==> src/c39d_pkg.sv <==
// Shared types, constants and the letter lookup for the Code 39 letter decoder.
package c39d_pkg;

    localparam int RUN_TOTAL    = 29;
    localparam int ADDR_BITS    = $clog2(RUN_TOTAL);
    localparam int GROUP_LEN    = 9;
    localparam int GROUP_STRIDE = 10;
    localparam int SLOT_COUNT   = GROUP_STRIDE;
    localparam int SLOT_BITS    = $clog2(SLOT_COUNT + 1);
    localparam int RANK_BITS    = $clog2(GROUP_LEN + 1);
    localparam int RANK_NARROW  = GROUP_LEN - 4;
    localparam int RANK_WIDE    = GROUP_LEN - 3;
    localparam int WIDE_ELEMS   = 3;
    localparam int RATIO_NUM    = 18;
    localparam int RATIO_DEN    = 10;
    localparam int LETTER_COUNT = 26;
    localparam int LETTER_BITS  = 5;
    localparam int RUN_IN_BITS  = 16;

    typedef logic [GROUP_LEN-1:0]   t_pat;
    typedef logic [ADDR_BITS-1:0]   t_addr;
    typedef logic [SLOT_BITS-1:0]   t_slot;
    typedef logic [LETTER_BITS-1:0] t_letter;
    typedef logic [1:0]             t_grp;

    localparam t_grp GRP_START  = 2'd0;
    localparam t_grp GRP_LETTER = 2'd1;
    localparam t_grp GRP_STOP   = 2'd2;

    localparam t_pat ASTERISK = 9'h094;

    localparam t_pat LETTER_TABLE [LETTER_COUNT] = '{
        9'h109, 9'h049, 9'h148, 9'h019, 9'h118, 9'h058, 9'h00D,
        9'h10C, 9'h04C, 9'h01C, 9'h103, 9'h043, 9'h142, 9'h013,
        9'h112, 9'h052, 9'h007, 9'h106, 9'h046, 9'h016, 9'h181,
        9'h0C1, 9'h1C0, 9'h091, 9'h190, 9'h0D0
    };

    typedef struct packed {
        logic    hit;
        t_letter idx;
    } t_lookup;

    // Commands from the sequencer to the datapath.
    typedef struct packed {
        logic  wr_en;
        t_addr wr_addr;
        logic  rd_en;
        t_addr rd_addr;
        logic  ld_en;
        t_slot ld_slot;
        logic  rank_en;
        t_slot rank_idx;
        logic  eval_en;
        t_grp  grp;
        logic  post;
        logic  post_ok;
        logic  dir;
    } t_cmd;

    typedef struct packed {
        logic grp_ok;
    } t_sts;

    function automatic t_lookup letter_lookup(input t_pat pat);
        t_lookup res;
        res = '0;
        for (int k = 0; k < LETTER_COUNT; k++) begin
            if (!res.hit && LETTER_TABLE[k] == pat) begin
                res.hit = 1'b1;
                res.idx = LETTER_BITS'(k);
            end
        end
        return res;
    endfunction

endpackage

==> src/c39d_if.sv <==
// Request channel interfaces: run input and decode result.
interface c39d_run_if;
    logic                               valid;
    logic                               ready;
    logic [c39d_pkg::RUN_IN_BITS-1:0]   run_width;
    logic                               scan_start;

    modport source (output valid, run_width, scan_start, input ready);
    modport sink   (input valid, run_width, scan_start, output ready);
endinterface

interface c39d_res_if;
    logic                 valid;
    logic                 ready;
    logic                 decoded;
    c39d_pkg::t_letter    letter_index;
    logic                 reversed;

    modport source (output valid, decoded, letter_index, reversed, input ready);
    modport sink   (input valid, decoded, letter_index, reversed, output ready);
endinterface

==> src/c39d_ctrl.sv <==
// Sequencer: run counting, decode pass control and result handshake.
module c39d_ctrl (
    input  logic            i_clk,
    input  logic            i_rst_n,
    input  logic            i_in_valid,
    input  logic            i_scan_start,
    input  logic            i_out_ready,
    input  c39d_pkg::t_sts  i_sts,
    output logic            o_in_ready,
    output logic            o_out_valid,
    output c39d_pkg::t_cmd  o_cmd
);

    typedef enum logic [4:0] {
        S_IDLE = 5'b00001,
        S_LOAD = 5'b00010,
        S_RANK = 5'b00100,
        S_EVAL = 5'b01000,
        S_POST = 5'b10000
    } t_state;

    t_state          r_state, n_state;
    c39d_pkg::t_addr r_cnt, n_cnt;
    logic            r_dir, n_dir;
    c39d_pkg::t_grp  r_grp, n_grp;
    c39d_pkg::t_slot r_elem, n_elem;
    c39d_pkg::t_slot r_idx, n_idx;
    logic            r_ok, n_ok;
    logic            r_out_valid, n_out_valid;

    logic            accept;
    logic            post;
    c39d_pkg::t_addr cnt_eff;
    c39d_pkg::t_slot load_last;
    c39d_pkg::t_addr base;
    c39d_pkg::t_addr fwd_addr;

    always_comb begin
        accept    = i_in_valid && (r_state == S_IDLE);
        post      = (r_state == S_POST) && (!r_out_valid || i_out_ready);
        cnt_eff   = i_scan_start ? '0 : r_cnt;
        load_last = (r_grp == c39d_pkg::GRP_STOP) ? c39d_pkg::SLOT_BITS'(c39d_pkg::GROUP_LEN)
                                                  : c39d_pkg::SLOT_BITS'(c39d_pkg::GROUP_STRIDE);
        case (r_grp)
            c39d_pkg::GRP_START:  base = '0;
            c39d_pkg::GRP_LETTER: base = c39d_pkg::ADDR_BITS'(c39d_pkg::GROUP_STRIDE);
            c39d_pkg::GRP_STOP:   base = c39d_pkg::ADDR_BITS'(2 * c39d_pkg::GROUP_STRIDE);
            default:              base = '0;
        endcase
        fwd_addr = base + c39d_pkg::ADDR_BITS'(r_elem);

        o_cmd          = '0;
        o_cmd.wr_en    = accept;
        o_cmd.wr_addr  = cnt_eff;
        o_cmd.rd_en    = (r_state == S_LOAD) && (r_elem < load_last);
        o_cmd.rd_addr  = r_dir ? c39d_pkg::ADDR_BITS'(c39d_pkg::RUN_TOTAL - 1) - fwd_addr
                               : fwd_addr;
        o_cmd.ld_en    = (r_state == S_LOAD) && (r_elem != '0);
        o_cmd.ld_slot  = r_elem - 1'b1;
        o_cmd.rank_en  = (r_state == S_RANK);
        o_cmd.rank_idx = r_idx;
        o_cmd.eval_en  = (r_state == S_EVAL);
        o_cmd.grp      = r_grp;
        o_cmd.post     = post;
        o_cmd.post_ok  = r_ok;
        o_cmd.dir      = r_dir;
    end

    always_comb begin
        n_state     = r_state;
        n_cnt       = r_cnt;
        n_dir       = r_dir;
        n_grp       = r_grp;
        n_elem      = r_elem;
        n_idx       = r_idx;
        n_ok        = r_ok;
        n_out_valid = r_out_valid && !i_out_ready;
        case (r_state)
            S_IDLE: begin
                if (accept) begin
                    if (cnt_eff == c39d_pkg::ADDR_BITS'(c39d_pkg::RUN_TOTAL - 1)) begin
                        n_cnt   = '0;
                        n_dir   = 1'b0;
                        n_grp   = c39d_pkg::GRP_START;
                        n_elem  = '0;
                        n_state = S_LOAD;
                    end else begin
                        n_cnt = cnt_eff + 1'b1;
                    end
                end
            end
            S_LOAD: begin
                if (r_elem == load_last) begin
                    n_idx   = '0;
                    n_state = S_RANK;
                end else begin
                    n_elem = r_elem + 1'b1;
                end
            end
            S_RANK: begin
                if (r_idx == c39d_pkg::SLOT_BITS'(c39d_pkg::GROUP_LEN - 1)) begin
                    n_state = S_EVAL;
                end else begin
                    n_idx = r_idx + 1'b1;
                end
            end
            S_EVAL: begin
                if (i_sts.grp_ok) begin
                    if (r_grp == c39d_pkg::GRP_STOP) begin
                        n_ok    = 1'b1;
                        n_state = S_POST;
                    end else begin
                        n_grp   = r_grp + 1'b1;
                        n_elem  = '0;
                        n_state = S_LOAD;
                    end
                end else if (!r_dir) begin
                    n_dir   = 1'b1;
                    n_grp   = c39d_pkg::GRP_START;
                    n_elem  = '0;
                    n_state = S_LOAD;
                end else begin
                    n_ok    = 1'b0;
                    n_state = S_POST;
                end
            end
            S_POST: begin
                if (post) begin
                    n_out_valid = 1'b1;
                    n_state     = S_IDLE;
                end
            end
            default: n_state = S_IDLE;
        endcase
    end

    always_ff @(posedge i_clk) begin
        if (!i_rst_n) begin
            r_state     <= S_IDLE;
            r_cnt       <= '0;
            r_dir       <= 1'b0;
            r_grp       <= c39d_pkg::GRP_START;
            r_elem      <= '0;
            r_idx       <= '0;
            r_ok        <= 1'b0;
            r_out_valid <= 1'b0;
        end else begin
            r_state     <= n_state;
            r_cnt       <= n_cnt;
            r_dir       <= n_dir;
            r_grp       <= n_grp;
            r_elem      <= n_elem;
            r_idx       <= n_idx;
            r_ok        <= n_ok;
            r_out_valid <= n_out_valid;
        end
    end

    assign o_in_ready  = (r_state == S_IDLE);
    assign o_out_valid = r_out_valid;

endmodule

==> src/c39d_dp.sv <==
// Datapath: run memory, group registers, rank unit and group checks.
module c39d_dp #(
    parameter int WIDTH_BITS = 16
) (
    input  logic                                i_clk,
    input  logic [c39d_pkg::RUN_IN_BITS-1:0]    i_run_width,
    input  c39d_pkg::t_cmd                      i_cmd,
    output c39d_pkg::t_sts                      o_sts,
    output logic                                o_decoded,
    output c39d_pkg::t_letter                   o_letter_index,
    output logic                                o_reversed
);

    localparam int MW = WIDTH_BITS + 5;

    logic [WIDTH_BITS-1:0] r_mem [c39d_pkg::RUN_TOTAL];
    logic [WIDTH_BITS-1:0] r_rd;
    logic [WIDTH_BITS-1:0] r_slot [c39d_pkg::SLOT_COUNT];
    logic [WIDTH_BITS-1:0] r_narrow;
    logic [WIDTH_BITS-1:0] r_wide;
    c39d_pkg::t_letter     r_letter;
    logic                  r_decoded;
    c39d_pkg::t_letter     r_letter_out;
    logic                  r_reversed;

    logic [WIDTH_BITS-1:0]          sel;
    logic [c39d_pkg::RANK_BITS-1:0] rank;
    logic                           any_zero;
    logic                           ratio_fail;
    logic [WIDTH_BITS-1:0]          thr;
    c39d_pkg::t_pat                 pat;
    logic [c39d_pkg::RANK_BITS-1:0] wide_cnt;
    logic                           gap_ok;
    logic                           pat_ok;
    c39d_pkg::t_lookup              look;

    always_ff @(posedge i_clk) begin
        if (i_cmd.wr_en) begin
            r_mem[i_cmd.wr_addr] <= WIDTH_BITS'(i_run_width);
        end
        if (i_cmd.rd_en) begin
            r_rd <= r_mem[i_cmd.rd_addr];
        end
    end

    // Rank of one element with ties broken by position.
    always_comb begin
        sel  = r_slot[i_cmd.rank_idx];
        rank = '0;
        for (int j = 0; j < c39d_pkg::GROUP_LEN; j++) begin
            if (r_slot[j] < sel ||
                (r_slot[j] == sel && c39d_pkg::SLOT_BITS'(j) < i_cmd.rank_idx)) begin
                rank = rank + 1'b1;
            end
        end
    end

    always_comb begin
        any_zero   = 1'b0;
        wide_cnt   = '0;
        ratio_fail = (MW'(r_wide) * MW'(c39d_pkg::RATIO_DEN))
                   < (MW'(r_narrow) * MW'(c39d_pkg::RATIO_NUM));
        thr        = r_narrow + ((r_wide - r_narrow) >> 1);
        for (int i = 0; i < c39d_pkg::GROUP_LEN; i++) begin
            if (r_slot[i] == '0) begin
                any_zero = 1'b1;
            end
            pat[c39d_pkg::GROUP_LEN-1-i] = (r_slot[i] >= thr);
            if (r_slot[i] >= thr) begin
                wide_cnt = wide_cnt + 1'b1;
            end
        end
        look   = c39d_pkg::letter_lookup(pat);
        gap_ok = (i_cmd.grp == c39d_pkg::GRP_STOP) ||
                 (r_slot[c39d_pkg::SLOT_COUNT-1] < thr);
        pat_ok = (i_cmd.grp == c39d_pkg::GRP_LETTER) ? look.hit : (pat == c39d_pkg::ASTERISK);
        o_sts.grp_ok = !any_zero && !ratio_fail && gap_ok && pat_ok &&
                       (wide_cnt == c39d_pkg::RANK_BITS'(c39d_pkg::WIDE_ELEMS));
    end

    always_ff @(posedge i_clk) begin
        if (i_cmd.ld_en) begin
            r_slot[i_cmd.ld_slot] <= r_rd;
        end
        if (i_cmd.rank_en) begin
            if (rank == c39d_pkg::RANK_BITS'(c39d_pkg::RANK_NARROW)) begin
                r_narrow <= sel;
            end
            if (rank == c39d_pkg::RANK_BITS'(c39d_pkg::RANK_WIDE)) begin
                r_wide <= sel;
            end
        end
        if (i_cmd.eval_en && i_cmd.grp == c39d_pkg::GRP_LETTER) begin
            r_letter <= look.idx;
        end
        if (i_cmd.post) begin
            r_decoded    <= i_cmd.post_ok;
            r_letter_out <= i_cmd.post_ok ? r_letter : '0;
            r_reversed   <= i_cmd.post_ok && i_cmd.dir;
        end
    end

    assign o_decoded      = r_decoded;
    assign o_letter_index = r_letter_out;
    assign o_reversed     = r_reversed;

endmodule

==> src/code39_single_letter_decoder.sv <==
// Top level of the Code 39 single-letter decoder.
// Accepts one bar or space run width per request and stores it; scan_start
// restarts the count so that run becomes element 0. A run that does not
// complete a scan of 29 yields nothing. The 29th run starts a decode pass:
// for each of the three groups (start, letter, stop) the sequencer reads 10
// runs (9 for the stop group) from the single-port run memory, one per cycle,
// ranks the 9 widths one element per cycle to find the largest narrow and
// smallest wide width, then checks the group. If the forward attempt fails,
// a reversed retry follows; one result is posted, after any wait for an
// earlier result to leave the output register. The input is held off during
// the pass; a posted result waits in the output register while new runs are
// taken. A failed decode reports decoded = 0 with letter and direction zero.
// Widths are stored at WIDTH_BITS.
module code39_single_letter_decoder #(
    parameter int WIDTH_BITS = 16
) (
    input  logic        i_clk,
    input  logic        i_rst_n,
    c39d_run_if.sink    i_run,
    c39d_res_if.source  o_res
);

    c39d_pkg::t_cmd w_cmd;
    c39d_pkg::t_sts w_sts;
    logic           w_in_ready;
    logic           w_out_valid;

    // Sequencer: counts runs, steps the group passes, owns the handshakes.
    c39d_ctrl u_ctrl (
        .i_clk        (i_clk),
        .i_rst_n      (i_rst_n),
        .i_in_valid   (i_run.valid),
        .i_scan_start (i_run.scan_start),
        .i_out_ready  (o_res.ready),
        .i_sts        (w_sts),
        .o_in_ready   (w_in_ready),
        .o_out_valid  (w_out_valid),
        .o_cmd        (w_cmd)
    );

    // Datapath: run memory, rank unit, checks and result payload.
    c39d_dp #(
        .WIDTH_BITS (WIDTH_BITS)
    ) u_dp (
        .i_clk          (i_clk),
        .i_run_width    (i_run.run_width),
        .i_cmd          (w_cmd),
        .o_sts          (w_sts),
        .o_decoded      (o_res.decoded),
        .o_letter_index (o_res.letter_index),
        .o_reversed     (o_res.reversed)
    );

    assign i_run.ready = w_in_ready;
    assign o_res.valid = w_out_valid;

    // A failed decode carries no letter and no direction.
    a_fail_clean: assert property (@(posedge i_clk) disable iff (!i_rst_n)
        (o_res.valid && !o_res.decoded) |->
            (o_res.letter_index == '0 && !o_res.reversed))
        else $error("failed decode carries a letter or direction");

    // Only A to Z can come out.
    a_letter_range: assert property (@(posedge i_clk) disable iff (!i_rst_n)
        o_res.valid |-> (o_res.letter_index < c39d_pkg::LETTER_BITS'(c39d_pkg::LETTER_COUNT)))
        else $error("letter index out of range");

    // A new result follows a decode pass, during which the input was held off.
    a_post_after_pass: assert property (@(posedge i_clk) disable iff (!i_rst_n)
        $rose(o_res.valid) |-> $past(!i_run.ready))
        else $error("result posted without a decode pass");

endmodule

==> src/flat_wrapper.sv <==
// flat-port wrapper written by rule: the top's interface ports become plain ports
module code39_single_letter_decoder_flat 
#(
    parameter int WIDTH_BITS = 16
)
  (i_clk, i_rst_n, i_run_valid, i_run_run_width, i_run_scan_start, i_run_ready, o_res_valid, o_res_decoded, o_res_letter_index, o_res_reversed, o_res_ready);
  c39d_run_if i_run_i ();
  c39d_res_if o_res_i ();
  input  logic i_clk;
  input  logic i_rst_n;
  input wire logic [$bits(i_run_i.valid)-1:0] i_run_valid;
  input wire logic [$bits(i_run_i.run_width)-1:0] i_run_run_width;
  input wire logic [$bits(i_run_i.scan_start)-1:0] i_run_scan_start;
  output wire logic [$bits(i_run_i.ready)-1:0] i_run_ready;
  output wire logic [$bits(o_res_i.valid)-1:0] o_res_valid;
  output wire logic [$bits(o_res_i.decoded)-1:0] o_res_decoded;
  output wire logic [$bits(o_res_i.letter_index)-1:0] o_res_letter_index;
  output wire logic [$bits(o_res_i.reversed)-1:0] o_res_reversed;
  input wire logic [$bits(o_res_i.ready)-1:0] o_res_ready;
  assign i_run_i.valid = i_run_valid;
  assign i_run_i.run_width = i_run_run_width;
  assign i_run_i.scan_start = i_run_scan_start;
  assign i_run_ready = i_run_i.ready;
  assign o_res_valid = o_res_i.valid;
  assign o_res_decoded = o_res_i.decoded;
  assign o_res_letter_index = o_res_i.letter_index;
  assign o_res_reversed = o_res_i.reversed;
  assign o_res_i.ready = o_res_ready;
  code39_single_letter_decoder #(.WIDTH_BITS(WIDTH_BITS)) u_core (.i_clk(i_clk), .i_rst_n(i_rst_n), .i_run(i_run_i), .o_res(o_res_i));
endmodule
==> config.mk <==
export PLATFORM = sky130hd
export DESIGN_NAME = code39_single_letter_decoder_flat
export DESIGN_NICKNAME = d
export VERILOG_FILES = /design/src/c39d_pkg.sv /design/src/c39d_if.sv /design/src/c39d_ctrl.sv /design/src/c39d_dp.sv /design/src/code39_single_letter_decoder.sv /design/src/flat_wrapper.sv
export SDC_FILE = /design/constraint.sdc
export NUM_CORES = 1
export LEC_CHECK = 0
export ABC_AREA = 0
export BUFFER_PORTS_ARGS = -buffer_cell sky130_fd_sc_hd__buf_2
export CORE_AREA = 2 2 395 397
export CTS_CLUSTER_DIAMETER = 150
export CTS_CLUSTER_SIZE = 40
export DETAILED_ROUTE_END_ITERATION = 12
export DIE_AREA = 0 0 397 399
export MAX_ROUTING_LAYER = met4
export PLACE_DENSITY_LB_ADDON = 0.15
export SLEW_MARGIN = 10
export SYNTH_ARGS = -nofsm -noshare
export SYNTH_HDL_FRONTEND = slang
export SYNTH_SLANG_ARGS = --single-unit
==> constraint.sdc <==
create_clock -name i_clk -period 14.7 [get_ports i_clk]
set_input_delay 1.47 -clock i_clk [delete_from_list [all_inputs] [get_ports i_clk]]
set_output_delay 1.47 -clock i_clk [all_outputs]
set_load 0.02 [all_outputs]
==> metrics.yaml, run 1 <==
drtIter0Drc: 2084
yosysUniqueCellTypes: 118
syn_to_final_growth_pct: 8.619
tightest_slew_ns: 1.158
whs_path_depth: 2
clockBufferDepth: 3
setup_tns_ns: 0
numPortBuffers: 29
grt_use_total: 0.1749
wl_per_cell_um: 27.04
peakVddDrop_mv: 0.08071
nNetsFinal: 3368
clkTransAtPathRegs_ns: 0.15
avgSynthCellArea_um2: 14.63
clk_latency_ns: 0.70
worst-path-max-fanout: 11
max_cap_violations: 0
outcome: "finished clean"
place_area_um2: 45820
min_path_type: "flip-flop to flip-flop"
fin_crit_sh: 0.7998
grt_max_degree: 65
hold_viol: 0
gp_congestion: 0.9530
yosys.area.top_type: "edfxtp_1"
cts_setup_buffers: 0
critical_path.max_stage_delay_ns: 0.49
finalClockSkew_ns: 0.05194
post-dp-hpwl_um: 99080
rr_endpoint: "u_core.u_ctrl.r_grp[1]"
cts_tree: "built"
initial_core_util: 0.2793
holdCritStartpoint: "u_core.u_ctrl.r_cnt[1]"
cp.required_ns: 15.33
crit_top_cell: "o21a_1"
cts.sinks: 807
synth_seq_cells: 807
yosys_warnings: 0
finalMaxSlewViolations: 0
cp_slowest_cell: "edfxtp_1"
rr_worst_depth: 54
r2r_start: "u_core.u_dp.r_narrow[1]"
clock.fmax_mhz: 85.06
layout_commonest_cell: "edfxtp_1"
antenna_found_initial: 4
routed_wl_um: 136000
htree_num_levels: 1
synth_flop_cell: "edfxtp_1"
power.leakage_uw: 0.01574
crit_type: "flip-flop to flip-flop"
drive_above_1_share: 0.1454
num_vias: 26060
finalSetupViolations: 0
power_density_nw_per_um2: 81.10
synth_seq_area_share: 0.5582
via_per_inst: 5.184
fin_crit_ns: 11.76
grt-ovfl-total: 0
core_um2: 153700
mostFrequentLayoutCells: "edfxtp_1 (780), ha_1 (384), mux4_2 (208)"
grt_first_pass_wirelength_um: 195600
reg2reg_setup_slack_ns: 2.94
root_buffer: "clkbuf_16"
max-slew-margin-rel: 0.2281
syn_inst: 2935
first_global_vias: 26780
synth_area_leaders: "edfxtp_1 (55%), ha_1 (11%), mux4_2 (11%)"
synth_edf_count: 780
cts_resized: 0
drc: 0
syn_area_um2: 42930
dr.pass1.iters: 6
min_to: "u_core.u_ctrl.r_cnt[1]"
rsz0062_at_grt: "no"
hold_buffers: 0
cts_buffers: 25
finalPower_uw: 3782
synth_nets: 3345
async_reset_ff_frac: 0
startpoint_type: "flip-flop"
endpoint_kind: "flip-flop"
fp.dieW_um: 397
boundaryPins: 30
ant_nets: 0
critPathArrivalTime_ns: 12.39
fin_area_um2: 46630
rows: 144
die_area_um2: 158400
yosysTopAreaCellShare: 0.5456
die_h_um: 399
==> metal layers <==
layer | vias up | share of wire | track usage
met1 | 13710 | 0.43 | 0.2176
met4 | 0 | 0.023 | 0.03646
met3 | 135 | 0.031 | 0.01507
met5 | - | 0 | -
li1 | 11690 | - | -
met2 | 523 | 0.52 | 0.3100
==> kinds of logic after synthesis <==
family          share of synthesized area
buf+inv                           0.02160
fa+ha+maj                          0.1177
simple gates                      0.07721
mux                                0.1159
flops                              0.5582
xor+xnor                          0.02224
compound gates                    0.08715
==> worst max-delay path, delay by kind of cell, from the launching register on <==
kind / cells / cell delay, ns
AO/OA/AOI/OAI: 22 / 4.09
adder cells (fa/ha/maj): 10 / 3.15
AND/OR/NAND/NOR: 13 / 2.54
XOR/XNOR: 3 / 0.64
flip-flops: 1 / 0.49
buffers and inverters: 4 / 0.47
multiplexers: 2 / 0.27
==> report_power, final <==
| group | total, µW | switching, µW | internal (µW) |
|---|---|---|---|
| sequential | 2520 | 4.60 | 2520 |
| combinational | 203 | 126 | 76.4 |
| clock | 1060 | 717 | 342 |
| total | 3780 | 848 | 2930 |
==> worst max path at each step <==
stage	from	endpoint	slack, ns	depth (start not counted)
final	u_core.u_dp.r_narrow[1]	u_core.u_ctrl.r_grp[1]	2.94	54
after global routing	u_core.u_dp.r_narrow[1]	u_core.u_ctrl.r_grp[1]	2.07	53
after CTS	u_core.u_dp.r_narrow[1]	u_core.u_ctrl.r_grp[1]	2.96	53
after detailed placement	u_core.u_dp.r_narrow[1]	u_core.u_ctrl.r_state[1]	3.07	53
after global placement	u_core.u_dp.r_narrow[1]	u_core.u_ctrl.r_grp[1]	3.13	54
after floorplan	u_core.u_dp.r_narrow[1]	u_core.u_ctrl.r_state[1]	4.43	58
==> stage by stage <==
step	setup slack, ns	cells	util	hold slack, ns
after CTS	2.962	5021	0.3033	0.5068
after global routing	2.065	5025	0.3034	0.5333
after global placement	3.131	4975	0.2982	0.4798
after detailed placement	3.068	4975	0.2982	0.4872
after floorplan	4.429	2935	-	0.4575
final	2.944	5027	0.3034	0.5086
==> cells in the mapped netlist, drive strengths merged, types with 7 or more instances <==
master	count
or3	7
xnor2	59
and2	23
a2111oi	8
nor2b	57
o2111ai	11
a211oi	33
a22oi	9
o21ai	103
edfxtp	780
and3	16
a21o	64
nand3	45
buf	37
mux4	208
nand2b	42
a21boi	10
dfxtp	27
nor2	128
nand3b	8
nand4	52
nor3	33
xor2	32
inv	126
nand2	146
nor4	48
ha	384
o31ai	7
maj3	14
a31oi	29
clkbuf	51
mux2i	7
a21oi	123
o21a	56
mux2	19
or2	7
o211ai	17
==> registers in the layout (all words and copies together) (netlist names), 2 cells and up, named ones only <==
name,count
u_core.u_dp.r_wide,16
u_core.u_ctrl.r_state,5
u_core.u_dp.r_slot,256
u_core.u_ctrl.r_grp,2
u_core.u_ctrl.r_cnt,5
u_core.u_dp.r_mem,464
u_core.u_dp.r_narrow,16
u_core.u_dp.r_letter,5
u_core.u_ctrl.r_elem,4
u_core.u_ctrl.r_idx,4
u_core.u_dp.r_rd,16
u_core.u_dp.o_letter_index,5
==> area by class of cell <==
| class | count | area (µm²) |
|---|---|---|
| Antenna cell | 6 | 15.01 |
| Clock buffer | 42 | 689.4 |
| Clock inverter | 4 | 100.1 |
| Fill cell | 15110 | 107100 |
| Inverter | 127 | 478.0 |
| Multi-Input combinational cell | 1913 | 18250 |
| Sequential cell | 807 | 23970 |
| Tap cell | 2044 | 2557 |
| Timing Repair Buffer | 84 | 570.5 |
No activity file was read; power rests on OpenSTA's default activity.
==> run 2, diff against run 1 <==
==> constraint.sdc (replaced) <==
create_clock -name i_clk -period 9.47 [get_ports i_clk]
set_input_delay 0.947 -clock i_clk [delete_from_list [all_inputs] [get_ports i_clk]]
set_output_delay 0.947 -clock i_clk [all_outputs]
set_load 0.02 [all_outputs]
==> metrics.yaml, run 2 (same netlist as run 1, synthesis figures left out) <==
outcome: "finished with violations"
violations: "setup timing"
grt_first_pass_wirelength_um: 197300  # +0.83%
num_vias: 26930  # +3.3%
fin_crit_sh: 1.064  # +0.2645
post-dp-hpwl_um: 101300  # +2.2%
startpoint_type: "flip-flop"
critPathBufInv: 4  # unchanged
htree_num_levels: 1  # unchanged
drive_above_1_share: 0.2155  # +0.07004
cp_slowest_cell: "edfxtp_1"
critPathTopFamily: "compound AO/OA/AOI/OAI gates"
critPathArrivalTime_ns: 10.68  # -1.71 ns
top_register: "u_core.u_dp.r_mem"
clockBufferDepth: 3  # unchanged
fp.dieW_um: 397  # unchanged
min_path_type: "flip-flop to flip-flop"
via_per_inst: 5.128  # -1.1%
top_regs: "u_core.u_dp.r_mem: 464 flops, u_core.u_dp.r_slot: 256 flops"
fin_crit_ns: 10.08  # -1.678 ns
grt-ovfl-total: 0  # unchanged
clkTransAtPathRegs_ns: 0.15  # about the same
cts.sinks: 807  # unchanged
die_area_um2: 158400  # unchanged
antenna_found_initial: 7  # +3
dr.pass1.iters: 5  # -1
grt_use_total: 0.1753  # +0.0003611
rsz0062_at_grt: "yes"
critical_path.max_stage_delay_ns: 0.43  # -0.06 ns
place_ws_ns: -0.8792  # -3.947 ns
die_h_um: 399  # unchanged
core_um2: 153700  # unchanged
clk_latency_ns: 0.70  # about the same
crit_cells: 54  # unchanged
crit_type: "flip-flop to flip-flop"
max_cap_violations: 0  # unchanged
power_density_nw_per_um2: 121.2  # +49%
largest_reg_flops: 464  # unchanged
finalPower_uw: 5883  # +56%
final_cells: 5252  # +4.5%
ant_nets: 0  # unchanged
numPortBuffers: 29  # unchanged
nNetsFinal: 3593  # +6.7%
clock.fmax_mhz: 99.22  # +17%
drtIter0Drc: 1870  # -10%
wl_per_cell_um: 26.01  # -3.8%
cp.required_ns: 10.07  # -5.26 ns
cts_buffers: 25  # unchanged
tightest_slew_ns: 1.116  # -0.04206 ns
worst-path-max-fanout: 5  # -6
crit_top_cell: "o21a_1"
whs_path_depth: 2  # unchanged
rr_worst_depth: 54  # unchanged
whs_ns: 0.5331  # +0.02451 ns
boundaryPins: 30  # unchanged
root_buffer: "clkbuf_16"
initial_core_util: 0.2793  # unchanged
power.leakage_uw: 0.01690  # +7.4%
max-slew-margin-rel: 0.2562  # +0.02804
finalMaxSlewViolations: 0  # unchanged
first_global_vias: 27810  # +3.8%
syn_to_final_growth_pct: 13.03
fin_ws_ns: -0.6082  # -3.552 ns
rows: 144  # unchanged
place_area_um2: 47380  # +3.4%
drc: 0  # unchanged
routed_wl_um: 136600  # +0.49%
grt_max_degree: 113  # +74%
layout_commonest_cell: "edfxtp_1"
finalSetupViolations: 10  # +10
finalClockSkew_ns: 0.04943  # -0.002507 ns
peakVddDrop_mv: 0.1481  # +83%
hold_viol: 0  # unchanged
gp_congestion: 0.9121  # -4.3%
cts_tree: "built"
endpoint_kind: "flip-flop"
mostFrequentLayoutCells: "edfxtp_1 (780), ha_1 (379), buf_4 (272)"
fin_area_um2: 48520  # +4.1%
dp.cells: 5176  # +4.0%
-- run 2: cell count changes in the layout (fill, tap and decap cells not counted), moves of 4 or more --
cell | previous run | this run
buf_12 | 1 | 5
nor2_4 | 13 | 3
ha_1 | 384 | 379
o21ai_0 | 91 | 87
nor2_2 | 6 | 17
ha_4 | 0 | 4
a21oi_1 | 122 | 115
a21oi_2 | 1 | 7
buf_4 | 54 | 272
-- run 2: area by class of cell --
class	count	area, µm²
antenna	6	15.01
inverter	127	489.2
timing repair buffer	309	2321
tap	2044	2557
clock buffer	40	681.9
sequential	807	23970
multi-input combinational	1913	18380
fill	15040	105200
clock inverter	6	110.1
-- run 2: per-layer routing --
metal	routed length [µm]	vias up	track usage
met5	0	-	-
met3	4661	129	0.01609
li1	-	12150	-
met1	57460	14090	0.2138
met4	2917	0	0.03531
met2	71570	558	0.3155
-- run 2: through the flow --
step                      utilization  TNS [ns]
after CTS                      0.3148    -5.095
after global placement         0.3083    -7.274
after floorplan                     -    -2.963
after global routing           0.3157    -10.16
final                          0.3157    -5.164
after detailed placement       0.3083    -7.672
-- run 2: final timing paths --
path / startpoint / end / slack, ns
setup / recovery: u_core.u_dp.r_wide[1] / u_core.u_ctrl.r_state[1] / -0.61
hold / removal: u_core.u_ctrl.r_cnt[1] / u_core.u_ctrl.r_cnt[1] / 0.53
setup reg to reg: u_core.u_dp.r_wide[1] / u_core.u_ctrl.r_state[1] / -0.61
hold reg to reg: u_core.u_ctrl.r_cnt[1] / u_core.u_ctrl.r_cnt[1] / 0.53
-- run 2: worst min-delay path, cell delays in order (launching register included) --
cell,delay (ns)
dfxtp_1,0.36
nand2_1,0.06
a21boi_0,0.09
-- run 2: what timing repair did --
action,in CTS,in global routing
setup buffers,12,12
pin swaps,18,7
hold buffers,0,0
gates resized for setup,25,12
endpoints found under the setup margin,10,42
-- run 2: report_power, final --
part	leakage, µW	internal (µW)	switching, µW
combinational	0.00929	121	197
clock	0.000370	530	1120
sequential	0.00725	3900	6.73
total	0.0169	4560	1330
==> run 3, diff against run 2 <==
--- a/config.mk
+++ b/config.mk
@@ -13,7 +13,6 @@
 export DETAILED_ROUTE_END_ITERATION = 12
 export DIE_AREA = 0 0 397 399
 export MAX_ROUTING_LAYER = met4
-export PLACE_DENSITY_LB_ADDON = 0.15
 export SLEW_MARGIN = 10
 export SYNTH_ARGS = -nofsm -noshare
 export SYNTH_HDL_FRONTEND = slang
==> metrics.yaml, run 3 (same netlist as run 1, synthesis figures left out) <==
outcome: "finished with violations"
violations: "setup timing"
fin_ws_ns: -0.4725  # +0.1358 ns
setup_tns_ns: -3.581  # +1.583 ns
hold_buffers: 0  # unchanged
whs_ns: 0.5115  # -0.02158 ns
largest_reg_flops: 464  # unchanged
gp_congestion: 0.9268  # +1.6%
startpoint_type: "flip-flop"
top_layer: "met4"
syn_to_final_growth_pct: 12.04
clkTransAtPathRegs_ns: 0.14  # about the same
fin_area_um2: 48100  # -0.88%
min_to: "u_core.u_ctrl.r_cnt[1]"
fp.dieW_um: 397  # unchanged
reg2reg_setup_slack_ns: -0.47  # +0.14 ns
critical_path.max_stage_delay_ns: 0.42  # about the same
grt_first_pass_wirelength_um: 171800  # -13%
min_path_type: "flip-flop to flip-flop"
finalPower_uw: 5803  # -1.4%
top_regs: "u_core.u_dp.r_mem: 464 flops, u_core.u_dp.r_slot: 256 flops"
rr_endpoint: "u_core.u_ctrl.r_state[1]"
antenna_found_initial: 7  # unchanged
clock.fmax_mhz: 100.6  # +1.4%
boundaryPins: 30  # unchanged
tightest_slew_ns: 1.013  # -0.1029 ns
max-slew-margin-rel: 0.3248  # +0.06860
cp.required_ns: 10.05  # -0.02 ns
core_um2: 153700  # unchanged
numPortBuffers: 29  # unchanged
whs_path_depth: 2  # unchanged
finalSetupViolations: 10  # unchanged
hold_viol: 0  # unchanged
grt_max_degree: 113  # unchanged
dr.pass1.iters: 7  # +2
rsz0062_at_grt: "yes"
mostFrequentLayoutCells: "edfxtp_1 (780), ha_1 (379), buf_4 (223)"
holdCritStartpoint: "u_core.u_ctrl.r_cnt[1]"
post-dp-hpwl_um: 82470  # -19%
die_h_um: 399  # unchanged
peakVddDrop_mv: 0.1392  # -6.0%
endpoint_kind: "flip-flop"
place_area_um2: 46990  # -0.84%
finalMaxSlewViolations: 0  # unchanged
crit_top_cell: "o21a_1"
wl_met2_um: 55820  # -22%
wl_met1_um: 49970  # -13%
die_area_um2: 158400  # unchanged
cts.sinks: 807  # unchanged
top_register: "u_core.u_dp.r_mem"
fin_crit_ns: 9.942  # -0.1358 ns
cts_tree: "built"
rows: 144  # unchanged
critPathArrivalTime_ns: 10.52  # -0.16 ns
ant_nets: 0  # unchanged
htree_num_levels: 1  # unchanged
power_density_nw_per_um2: 120.7  # -0.48%
rr_worst_depth: 54  # unchanged
clk_latency_ns: 0.68  # -0.02 ns
power.leakage_uw: 0.01665  # -1.5%
cts_buffers: 25  # unchanged
root_buffer: "clkbuf_16"
cp_slowest_cell: "edfxtp_1"
max_cap_violations: 0  # unchanged
wl_met3_um: 5386  # +16%
drive_above_1_share: 0.2022  # -0.01333
drtIter0Drc: 2167  # +16%
first_global_vias: 26180  # -5.9%
worst-path-max-fanout: 5  # unchanged
nNetsFinal: 3543  # -1.4%
num_vias: 26400  # -2.0%
r2r_start: "u_core.u_dp.r_narrow[1]"
wl_per_cell_um: 22.15  # -15%
via_per_inst: 5.086  # -0.80%
initial_core_util: 0.2793  # unchanged
layout_commonest_cell: "edfxtp_1"
grt-ovfl-total: 0  # unchanged
clockBufferDepth: 3  # unchanged
crit_type: "flip-flop to flip-flop"
fin_crit_sh: 1.050  # -0.01434
grt_use_total: 0.1470  # -0.02834
finalClockSkew_ns: 0.05975  # +0.01032 ns
drc: 0  # unchanged
routed_wl_um: 115000  # -16%
[run 3: cell types whose count changed in the layout (fill, tap and decap cells not counted), sizes merged]
cell	before	now
buf	309	259
clkbuf	40	31
inv	129	127
clkinv	3	4
clkinvlp	1	0
[run 3: how the worst max path moves through the flow]
stage,start,to,cells past startpoint
floorplan,u_core.u_dp.r_narrow[1],u_core.u_ctrl.r_state[1],58
global placement,u_core.u_dp.r_narrow[1],u_core.u_ctrl.r_state[1],54
detailed placement,u_core.u_dp.r_narrow[1],u_core.u_ctrl.r_grp[0],54
CTS,u_core.u_dp.r_narrow[1],u_core.u_ctrl.r_grp[0],54
global route,u_core.u_dp.r_narrow[2],u_core.u_ctrl.r_grp[0],55
finish,u_core.u_dp.r_narrow[1],u_core.u_ctrl.r_state[1],54
[run 3: where the power goes]
group          switching, µW  internal (µW)  total [µW]  leakage, µW
Clock                   1070            514        1580     0.000359
Sequential              7.15           3900        3910      0.00725
Combinational            190            120         310      0.00904
Total                   1260           4540        5800       0.0166
[run 3: through the flow]
step	util	worst slack (ns)	std cells
2_1_floorplan	-	-0.4679	2935
3_3_place_gp	0.3057	-0.6179	5128
3_5_place_dp	0.3057	-0.6231	5128
4_1_cts	0.3118	-0.4845	5174
5_1_grt	0.3130	-1.026	5191
6_report	0.3130	-0.4725	5191
[run 3: timing repair]
action / 4_1_cts / 5_1_grt
endpoints found under the setup margin: 10 / 42
gates resized for setup: 19 / 15
pin swaps: 17 / 12
endpoints found under the hold margin: 0 / 0
buffers inserted: 11 / 11
[run 3: worst max-delay path: cells and delay by family, from the launching register on]
family	cells	cell delay (ns)
and+or+nand+nor	13	2.04
buffers and inverters	4	0.26
muxes	2	0.47
DFF	1	0.42
xor gates and xnor gates	3	0.37
AOI/OAI and AO/OA	22	3.56
adders and majority gates	10	2.73
[run 3: per-layer routing]
layer,global-route usage,vias to the layer above
li1,-,12050
met1,0.1905,13530
met2,0.2438,672
met3,0.01686,155
met4,0.04006,0
met5,-,-
[run 3: area by class of cell]
type	count	area [µm²]
Clock inverter	4	110.1
Multi-Input combinational cell	1913	18370
Inverter	127	489.2
Timing Repair Buffer	259	1933
Tap cell	2044	2557
Fill cell	15130	105600
Clock buffer	31	648.1
Sequential cell	807	23970
Antenna cell	6	15.01
